**src/design/frc_pkg.sv**
```systemverilog
`timescale 1ns / 1ps
// Shared types and constants for the FIFO-replacement key/value cache.
// No dependencies; imported by the channel interfaces, the cell and the top level.
package frc_pkg;

    localparam int CAPACITY = 16;
    localparam int CNT_W    = $clog2(CAPACITY + 1);
    localparam int KEY_W    = 32;
    localparam int VAL_W    = 32;
    localparam int EVC_W    = 32;
    localparam int OCC_W    = 5;

    typedef enum logic [0:0] {
        OP_LOOKUP = 1'b0,
        OP_CLEAR  = 1'b1
    } op_t;

    typedef logic signed [KEY_W-1:0] key_t;
    typedef logic signed [VAL_W-1:0] val_t;
    typedef logic [EVC_W-1:0]        evc_t;
    typedef logic [OCC_W-1:0]        occ_t;
    typedef logic [CNT_W-1:0]        cnt_t;

endpackage

```
**src/design/frc_channels.sv**
```systemverilog
`timescale 1ns / 1ps
// Valid/ready channel interfaces for lookup words and result words.
// Depends on frc_pkg.
interface frc_req_if;
    import frc_pkg::*;

    logic         valid;
    logic         ready;
    logic [0:0]   operation;
    key_t         key;
    val_t         fill_value;

    modport source (output valid, output operation, output key, output fill_value,
                    input ready);
    modport sink   (input valid, input operation, input key, input fill_value,
                    output ready);
endinterface

interface frc_rsp_if;
    import frc_pkg::*;

    logic         valid;
    logic         ready;
    logic         hit;
    val_t         value;
    logic         evicted;
    evc_t         eviction_count;
    occ_t         occupancy;

    modport source (output valid, output hit, output value, output evicted,
                    output eviction_count, output occupancy, input ready);
    modport sink   (input valid, input hit, input value, input evicted,
                    input eviction_count, input occupancy, output ready);
endinterface

```
**src/design/frc_cell.sv**
```systemverilog
`timescale 1ns / 1ps
// One entry of the cache row: holds a key/value pair, compares it with the
// lookup key and hands it to the next-older cell on a shift. Depends on frc_pkg.
module frc_cell (
    input  logic          clk,
    input  logic          shift,
    input  logic          live,
    input  frc_pkg::key_t lookup_key,
    input  frc_pkg::key_t key_in,
    input  frc_pkg::val_t value_in,
    output frc_pkg::key_t key_out,
    output frc_pkg::val_t value_out,
    output logic          match,
    output frc_pkg::val_t match_value
);
    import frc_pkg::*;

    key_t key_reg;
    val_t value_reg;

    // Advance the pair one place down the row
    always_ff @(posedge clk)
    begin
        if (shift)
        begin
            key_reg   <= key_in;
            value_reg <= value_in;
        end
    end

    assign key_out     = key_reg;
    assign value_out   = value_reg;
    assign match       = live && (key_reg == lookup_key);
    assign match_value = match ? value_reg : '0;

endmodule

```
**src/design/fifo_replacement_cache.sv**
```systemverilog
`timescale 1ns / 1ps
// Fully associative key/value cache, FIFO replacement, built as a row of cells.
// Latency: a result word is valid the cycle after its lookup word is accepted.
// Throughput: one word per cycle unless the sink stalls; every cell compares the key
// combinationally and the row shifts on accept; one result register feeds the sink.
// Reset: entry count, eviction counter and result valid clear; cell contents stay
// undefined and are never read until written.
module fifo_replacement_cache (
    input  logic clk,
    input  logic rst_n,
    frc_req_if.sink   req,
    frc_rsp_if.source rsp
);
    import frc_pkg::*;

    // Entry count and eviction counter
    cnt_t count_reg;
    cnt_t count_next;
    evc_t evc_reg;
    evc_t evc_next;

    // Result register
    logic rsp_valid_reg;
    logic hit_reg;
    val_t value_reg;
    logic evicted_reg;

    // Cell row: cell 0 holds the newest entry, cell CAPACITY-1 the oldest
    key_t                cell_key   [CAPACITY];
    val_t                cell_value [CAPACITY];
    val_t                cell_mval  [CAPACITY];
    logic [CAPACITY-1:0] match_vec;

    logic accept;
    logic is_clear;
    logic hit_any;
    logic full;
    logic shift;
    logic evict;
    val_t hit_value;

    assign req.ready = !rsp_valid_reg || rsp.ready;
    assign accept    = req.valid && req.ready;
    assign is_clear  = (op_t'(req.operation) == OP_CLEAR);
    assign full      = (count_reg == CNT_W'(CAPACITY));

    genvar gi;
    generate
        for (gi = 0; gi < CAPACITY; gi++)
        begin : g_cell
            key_t key_src;
            val_t value_src;

            // The newest entry enters at the head; every other cell takes its neighbor's pair
            if (gi == 0)
            begin : g_head
                assign key_src   = req.key;
                assign value_src = req.fill_value;
            end
            else
            begin : g_body
                assign key_src   = cell_key[gi-1];
                assign value_src = cell_value[gi-1];
            end

            frc_cell u_cell (
                .clk         (clk),
                .shift       (shift),
                .live        (count_reg > CNT_W'(gi)),
                .lookup_key  (req.key),
                .key_in      (key_src),
                .value_in    (value_src),
                .key_out     (cell_key[gi]),
                .value_out   (cell_value[gi]),
                .match       (match_vec[gi]),
                .match_value (cell_mval[gi])
            );
        end
    endgenerate

    // Keys are unique among live cells, so an OR of gated values selects the hit
    always_comb
    begin
        hit_value = '0;
        for (int i = 0; i < CAPACITY; i++)
        begin
            hit_value = hit_value | cell_mval[i];
        end
    end

    assign hit_any = |match_vec;

    // A miss shifts the row; when full, the oldest pair drops off the tail
    assign shift = accept && !is_clear && !hit_any;
    assign evict = shift && full;

    always_comb
    begin
        count_next = count_reg;
        evc_next   = evc_reg;
        if (accept && is_clear)
        begin
            count_next = '0;
            evc_next   = '0;
        end
        else if (shift)
        begin
            if (full)
            begin
                // Hold the count; bump evictions unless saturated
                if (evc_reg != '1)
                begin
                    evc_next = evc_reg + EVC_W'(1);
                end
            end
            else
            begin
                count_next = count_reg + CNT_W'(1);
            end
        end
    end

    always_ff @(posedge clk or negedge rst_n)
    begin
        if (!rst_n)
        begin
            count_reg     <= '0;
            evc_reg       <= '0;
            rsp_valid_reg <= 1'b0;
        end
        else
        begin
            count_reg <= count_next;
            evc_reg   <= evc_next;
            if (accept)
            begin
                rsp_valid_reg <= 1'b1;
            end
            else if (rsp.ready)
            begin
                rsp_valid_reg <= 1'b0;
            end
        end
    end

    // Result payload: load on accept, hold while the sink stalls
    always_ff @(posedge clk)
    begin
        if (accept)
        begin
            hit_reg     <= !is_clear && hit_any;
            evicted_reg <= evict;
            if (is_clear)
            begin
                value_reg <= '0;
            end
            else if (hit_any)
            begin
                value_reg <= hit_value;
            end
            else
            begin
                value_reg <= req.fill_value;
            end
        end
    end

    assign rsp.valid          = rsp_valid_reg;
    assign rsp.hit            = hit_reg;
    assign rsp.value          = value_reg;
    assign rsp.evicted        = evicted_reg;
    assign rsp.eviction_count = evc_reg;
    assign rsp.occupancy      = OCC_W'(count_reg);

`ifndef SYNTHESIS
    // At most one live cell may match: the row never holds a key twice
    assert property (@(posedge clk) disable iff (!rst_n)
        $onehot0(match_vec))
        else $error("multiple cells matched one key");

    // The row never claims more entries than it has cells
    assert property (@(posedge clk) disable iff (!rst_n)
        count_reg <= CNT_W'(CAPACITY))
        else $error("entry count beyond capacity");

    // An eviction only happens on a full row, which stays full
    assert property (@(posedge clk) disable iff (!rst_n)
        rsp_valid_reg && evicted_reg |-> full)
        else $error("eviction reported with row not full");

    // A hit leaves the entry count unchanged
    assert property (@(posedge clk) disable iff (!rst_n)
        accept && !is_clear && hit_any |=> count_reg == $past(count_reg))
        else $error("entry count moved on a hit");
`endif

endmodule
```
**src/flat_wrapper.sv**
```systemverilog
// flat-port wrapper written by rule: the top's interface ports become plain ports
module fifo_replacement_cache_flat import frc_pkg::*;
  (clk, rst_n, req_valid, req_operation, req_key, req_fill_value, req_ready, rsp_valid, rsp_hit, rsp_value, rsp_evicted, rsp_eviction_count, rsp_occupancy, rsp_ready);
  frc_req_if req_i ();
  frc_rsp_if rsp_i ();
  input  logic clk;
  input  logic rst_n;
  input wire logic [$bits(req_i.valid)-1:0] req_valid;
  input wire logic [$bits(req_i.operation)-1:0] req_operation;
  input wire logic [$bits(req_i.key)-1:0] req_key;
  input wire logic [$bits(req_i.fill_value)-1:0] req_fill_value;
  output wire logic [$bits(req_i.ready)-1:0] req_ready;
  output wire logic [$bits(rsp_i.valid)-1:0] rsp_valid;
  output wire logic [$bits(rsp_i.hit)-1:0] rsp_hit;
  output wire logic [$bits(rsp_i.value)-1:0] rsp_value;
  output wire logic [$bits(rsp_i.evicted)-1:0] rsp_evicted;
  output wire logic [$bits(rsp_i.eviction_count)-1:0] rsp_eviction_count;
  output wire logic [$bits(rsp_i.occupancy)-1:0] rsp_occupancy;
  input wire logic [$bits(rsp_i.ready)-1:0] rsp_ready;
  assign req_i.valid = req_valid;
  assign req_i.operation = req_operation;
  assign req_i.key = req_key;
  assign req_i.fill_value = req_fill_value;
  assign req_ready = req_i.ready;
  assign rsp_valid = rsp_i.valid;
  assign rsp_hit = rsp_i.hit;
  assign rsp_value = rsp_i.value;
  assign rsp_evicted = rsp_i.evicted;
  assign rsp_eviction_count = rsp_i.eviction_count;
  assign rsp_occupancy = rsp_i.occupancy;
  assign rsp_i.ready = rsp_ready;
  fifo_replacement_cache u_core (.clk(clk), .rst_n(rst_n), .req(req_i), .rsp(rsp_i));
endmodule
```
**config.mk**
```make
export PLATFORM = sky130hd
export DESIGN_NAME = fifo_replacement_cache_flat
export DESIGN_NICKNAME = d
export VERILOG_FILES = /design/src/design/frc_pkg.sv /design/src/design/frc_channels.sv /design/src/design/frc_cell.sv /design/src/design/fifo_replacement_cache.sv /design/src/flat_wrapper.sv
export SDC_FILE = /design/constraint.sdc
export NUM_CORES = 2
export LEC_CHECK = 0
export ABC_AREA = 0
export BUFFER_PORTS_ARGS = -buffer_cell sky130_fd_sc_hd__buf_2
export CORE_ASPECT_RATIO = 0.8
export CORE_MARGIN = 2
export CORE_UTILIZATION = 56
export DETAILED_ROUTE_END_ITERATION = 10
export PLACE_DENSITY_LB_ADDON = 0.3
export SLEW_MARGIN = 20
export SYNTH_ARGS = -nofsm -noshare
export SYNTH_HDL_FRONTEND = slang
export SYNTH_SLANG_ARGS = --single-unit
```
**constraint.sdc**
```tcl
create_clock -name clk -period 182.6 [get_ports clk]
set_input_delay 18.26 -clock clk [delete_from_list [all_inputs] [get_ports clk]]
set_output_delay 18.26 -clock clk [all_outputs]
set_load 0.03 [all_outputs]
```
==> Word level (Yosys, flattened, before mapping) <==
Cells that the tools add are included.
W data, S select, Z words.
{ "word_totals": {"register_bits": 1096, "input_bits": 69, "out_inout_bits": 73} }
{ "classes": {"eq_ne": 19, "add_sub_neg": 2, "bitwise": 15, "n_mux": 26, "reduce_logical": 33, "magnitude_cmp": 16} }
{ "ops": {"columns": ["operator", "count"], "rows": [
  ["$mux W32", 21],
  ["$eq A32 B32 Y1", 16],
  ["$or A32 B32 Y32", 15],
  ["$gt A5 B4 Y1 const B", 8],
  ["$add A32 B1 Y32 const B", 1],
  ["$ne A32 B32 Y1 const B", 1],
  ["$logic_and A1 B1 Y1", 22],
  ["$gt A5 B3 Y1 const B", 4],
  ["$reduce_or A16 Y1", 1],
  ["$mux W5", 3],
  ["$gt A5 B1 Y1 const B", 2],
  ["$gt A5 B2 Y1 const B", 2],
  ["$reduce_bool A2 Y1", 4],
  ["$add A5 B1 Y5 const B", 1],
  ["$eq A5 B5 Y1 const B", 1],
  ["$logic_not A1 Y1", 3],
  ["$reduce_and A3 Y1", 1],
  ["$mux W1", 2],
  ["$ne A2 B2 Y1 const B", 1],
  ["$reduce_and A2 Y1", 1],
  ["$logic_or A1 B1 Y1", 1]
]} }

==> Longest topological paths before layout <==
{ "logic_depth": {"depth_word": 19, "depth_mapped": 13, "depth_no_buf": 11} }

==> Modules after synthesis <==
From an unflattened synthesis, not the netlist that was laid out.
{ "unflattened": {"cells_unflattened": 3076, "hier_area_um2": 46163.0} }
{ "modules_own_cells": {"columns": ["module", "n_inst", "cells_each", "seq_area_each_um2", "area_each_um2"], "rows": [
  ["frc_cell", 16, 156, 1921.8, 2572.5],
  ["fifo_replacement_cache", 1, 580, 1971.9, 5003.5]
]} }

==> Worst setup path before layout <==
No wires, ideal clock.
{ "synth_timing": {"path_type": "input to register", "startpoint": "input port req_key[28]", "endpoint": "register u_core.g_cell[0].u_cell.key_reg[0] (enable)", "path_slack_ps": 90164, "t_required_ps": 178931, "path_buffers": 2, "cell_stages": 9, "t_arrival_ps": 88767, "cell_sequence": "buf_4 -> buf_6 -> xor2_1 -> nor4_1 -> nand2_1 -> nor4_1 -> nor4_1 -> nand2_2 -> nor3_1"} }
{ "synth_via": {"elab_chain_len": 5, "elab_cells_between_ends": 35} }
{ "synth_lines": {"columns": ["element", "line_no", "source"], "rows": [
  ["start: declaration", "flat_wrapper.sv:10", "input wire logic [$bits(req_i.key)-1:0] req_key;"],
  ["$eq A32 B32 Y1", "frc_cell.sv:33", "assign match = live && (key_reg == lookup_key);"],
  ["$logic_and A1 B1 Y1", "frc_cell.sv:33", null],
  ["$reduce_or A16 Y1 (*)", "fifo_replacement_cache.sv:91", "assign hit_any = |match_vec;"],
  ["$logic_not A1 Y1 (*)", "fifo_replacement_cache.sv:94", "assign shift = accept && !is_clear && !hit_any;"],
  ["$logic_and A1 B1 Y1 (*)", "fifo_replacement_cache.sv:94", null],
  ["named net u_core.g_cell[0].u_cell.shift", "frc_cell.sv:6", "input logic shift,"],
  ["end signal: assignment", "frc_cell.sv:26", "key_reg <= key_in;"],
  ["end: declaration", "frc_cell.sv:18", "key_t key_reg;"]
]} }
The timed path passes the listed nets; every way through them passes the cells marked *.
A chain may end at the register's enable or synchronous reset.

==> Worst setup path after layout <==
{ "layout_timing": {"startpoint": "input port rsp_ready", "endpoint": "output port req_ready"} }
{ "layout_via": {"elab_chain_len": 1} }
{ "layout_lines": {"columns": ["element", "line_no", "source"], "rows": [
  ["start: declaration", "flat_wrapper.sv:19", "input wire logic [$bits(rsp_i.ready)-1:0] rsp_ready;"],
  ["$logic_or A1 B1 Y1", "fifo_replacement_cache.sv:42", "assign req.ready = !rsp_valid_reg || rsp.ready;"],
  ["end: declaration", "flat_wrapper.sv:12", "output wire logic [$bits(req_i.ready)-1:0] req_ready;"]
]} }
Every way passes these cells.

==> impl_metrics.env <==
export IMPL_status="complete, no violations"
export IMPL_r2r_end="u_core.g_cell[14].u_cell.value_out[19]"
export IMPL_clk_pin_slew_ps=70
export IMPL_cts_root_buf="clkbuf_16"
export IMPL_yosys_area_share_simple=0.0572
export IMPL_post_drt_wl_per_cell_um=26.3
export IMPL_leakagePower_nw=16.7
export IMPL_grt_use_total=0.250
export IMPL_vias=24200
export IMPL_postRouteAntennaNets=0
export IMPL_fp_coreArea_mm2=0.0773
export IMPL_synthArstFlopShare=0.0347
export IMPL_final_cells=3833
export IMPL_p_total_mw=0.545
export IMPL_grt_max_degree=227
export IMPL_hold_viol=0
export IMPL_cts_buffer_depth=3
export IMPL_grt_pass1_wl_mm=150
export IMPL_path_depth=3
export IMPL_syn_cell_area_mm2=0.0439
export IMPL_synth_nets=2645
export IMPL_cp_common_cell="buf_2"
export IMPL_synthTopCellsByArea="edfxtp_1, xor2_1, a22o_1"
export IMPL_synth_edf_count=1058
export IMPL_cp_required_ps=164340
export IMPL_dieArea_mm2=0.0806
export IMPL_synth_mux_area_frac=0.00251
export IMPL_finalSetupViolations=0
export IMPL_insertion_delay_ps=680
export IMPL_postCtsHoldBufs=0
export IMPL_critPathArrivalTime_ps=18690
export IMPL_cp_top_family="buffers and inverters"
export IMPL_vias_per_cell=6.32
export IMPL_synth_seq_cells=1096
export IMPL_dp_final_hpwl_mm=61.9
export IMPL_reg2reg_from="u_core.rsp.occupancy[1]"
export IMPL_maxCapViolations=0
export IMPL_yosysWarnings=0
export IMPL_gp_congestion=0.894
export IMPL_period_share=0.202
export IMPL_end_kind="output pin"
export IMPL_final_nets=2798
export IMPL_ir_drop_mv=0.00978
export IMPL_tightest_slew_ps=1100
export IMPL_hp_class="reg -> reg"
export IMPL_synth_cells=2570
export IMPL_rsz0062_at_grt="false"
export IMPL_yosys_area_top_type="edfxtp_1"
export IMPL_synthFlopType="edfxtp_1"
export IMPL_setup_worst_path_class="in -> out"
export IMPL_r2r_cells=14
export IMPL_grt_antenna_before_repair=3
export IMPL_drive_gt1_frac=0.137
export IMPL_fillCellCount=5305
export IMPL_synth_top_family_by_area="XOR/XNOR gates"
export IMPL_ys_types=66
export IMPL_synth_avg_cell_area_um2=17.1
export IMPL_setup_tns_ps=0
export IMPL_drt_total_wl_mm=101
export IMPL_row_count=91
export IMPL_die_y_um=254
export IMPL_reg2reg_slack_ps=175150
export IMPL_cts_htree_levels=3
export IMPL_slew_viol_final=0
export IMPL_dieWidth_um=317
export IMPL_synth_most_common_cell="edfxtp_1"
export IMPL_path_cells="buf_2, nand2b_1, buf_2"
export IMPL_powerDensity_mw_per_mm2=11.1
export IMPL_synth_compound_area_frac=0.0676
export IMPL_slowest_delay_ps=190
export IMPL_cp_num_buf_inv=2
export IMPL_start_util=0.568
export IMPL_holdPathStages=0
export IMPL_min_to="u_core.g_cell[12].u_cell.value_out[1]"
export IMPL_ios=142
export IMPL_critPathLaunchType="primary input"
export IMPL_cts_tree="done"
export IMPL_fmaxAchievable_ghz=0.0271
export IMPL_drc=0
export IMPL_synth_common_cells="edfxtp_1, xor2_1, a22o_1, a221oi_1, nor4_1"
export IMPL_synth_adder_area_share=0.00171
export IMPL_syn_to_final_growth_pct=11.4
export IMPL_worst_path_max_delay_cell="buf_2"
export IMPL_clock_sinks=1096
export IMPL_cts_resized=0
export IMPL_netlist_area_leader_share=0.724
export IMPL_numPortBuffers=141
export IMPL_drt_iter0_drc=2910
export IMPL_cts_buffers=99
export IMPL_worstHoldStart="u_core.g_cell[11].u_cell.value_out[1]"
export IMPL_cts_setup_buffers=0
export IMPL_post_route_min_period_ps=36950
export IMPL_drtPass1Iterations=6
export IMPL_ys_seq_area_frac=0.745
export IMPL_finalClockSkew_ps=26.6
export IMPL_max_slew_margin=0.267
export IMPL_synth_xor_area_frac=0.102
export IMPL_placed_cells=3644
export IMPL_path_max_fanout=3
export IMPL_grt_ovfl_total=0
export IMPL_grt_pass1_vias=24200
[area by class of cell]
class                   count  area (um2)  share of cell area
diodes                      2        5.00            0.000102
clock buffers             114        2560              0.0525
clock inverters            72         871              0.0178
inverters                  22        82.6             0.00169
multi-input cells        1315       10200               0.210
flip-flops and latches   1096       32700               0.669
well taps                1023        1280              0.0262
repair buffers            189        1120              0.0230
[routing by layer]
layer / routed length (um) / up-vias / global-route usage
li1: - / 10400 / -
met5: 13 / - / 0
met1: 43200 / 12300 / 0.370
met2: 45600 / 1343 / 0.377
met4: 2500 / 2 / 0.0759
met3: 9330 / 195 / 0.0507
[stage by stage]
step / utilization / setup slack [ps] / hold WS, ps / instance area [um2]
after floorplan: - / 90160 / 426 / 43900
after global placement: 0.587 / 145630 / 428 / 45400
after detailed placement: 0.587 / 145650 / 434 / 45400
after CTS: 0.632 / 145650 / 442 / 48800
after global routing: 0.632 / 145630 / 452 / 48900
final: 0.632 / 145650 / 437 / 48900
[power by group]
group / switching [mW] / internal [mW] / total [mW] / leakage [nW]
Clock: 0.0927 / 0.126 / 0.219 / 1.66
Sequential: 0.00768 / 0.286 / 0.294 / 10.3
Combinational: 0.0228 / 0.00901 / 0.0318 / 4.70
[worst max-delay path by stage]
stage,start,to,slack [ps]
floorplan,req_key[28],u_core.g_cell[0].u_cell.key_out[0],90160
global placement,rsp_ready,req_ready,145630
detailed placement,rsp_ready,req_ready,145650
CTS,rsp_ready,req_ready,145650
global route,rsp_ready,req_ready,145630
finish,rsp_ready,req_ready,145650
[cells in the final DEF (no fill, tap or decap), types with 6 or more instances in the layout]
cell	instances
edfxtp_1	1058
xor2_1	455
buf_2	141
a22o_1	124
a221oi_1	122
nor4_1	117
clkbuf_16	100
nand4_1	71
nor2_1	61
nand2_1	58
xnor2_1	57
buf_4	42
nand3_1	39
dfrtp_1	38
a21oi_1	36
clkinv_2	21
inv_1	20
bufinv_16	17
nor3_1	16
clkinv_1	16
nand2b_1	13
a22oi_1	13
clkbuf_1	13
and3_1	12
mux2i_1	11
clkinvlp_4	9
nor4_4	8
nor3_4	6
nor4_2	6
ha_1	6
[cells by family (layout without fill, tap and decap cells)]
| group | after synthesis | in the layout |
|---|---|---|
| AO/OA/AOI/OAI | 357 | 357 |
| XOR/XNOR | 512 | 512 |
| adder cells (fa/ha/maj) | 6 | 6 |
| buffers and inverters | 159 | 397 |
| flip-flops | 1096 | 1096 |
| multiplexers | 11 | 11 |
| other | 0 | 2 |
| AND/OR/NAND/NOR | 429 | 429 |
No activity file was read; power rests on OpenSTA's default activity.
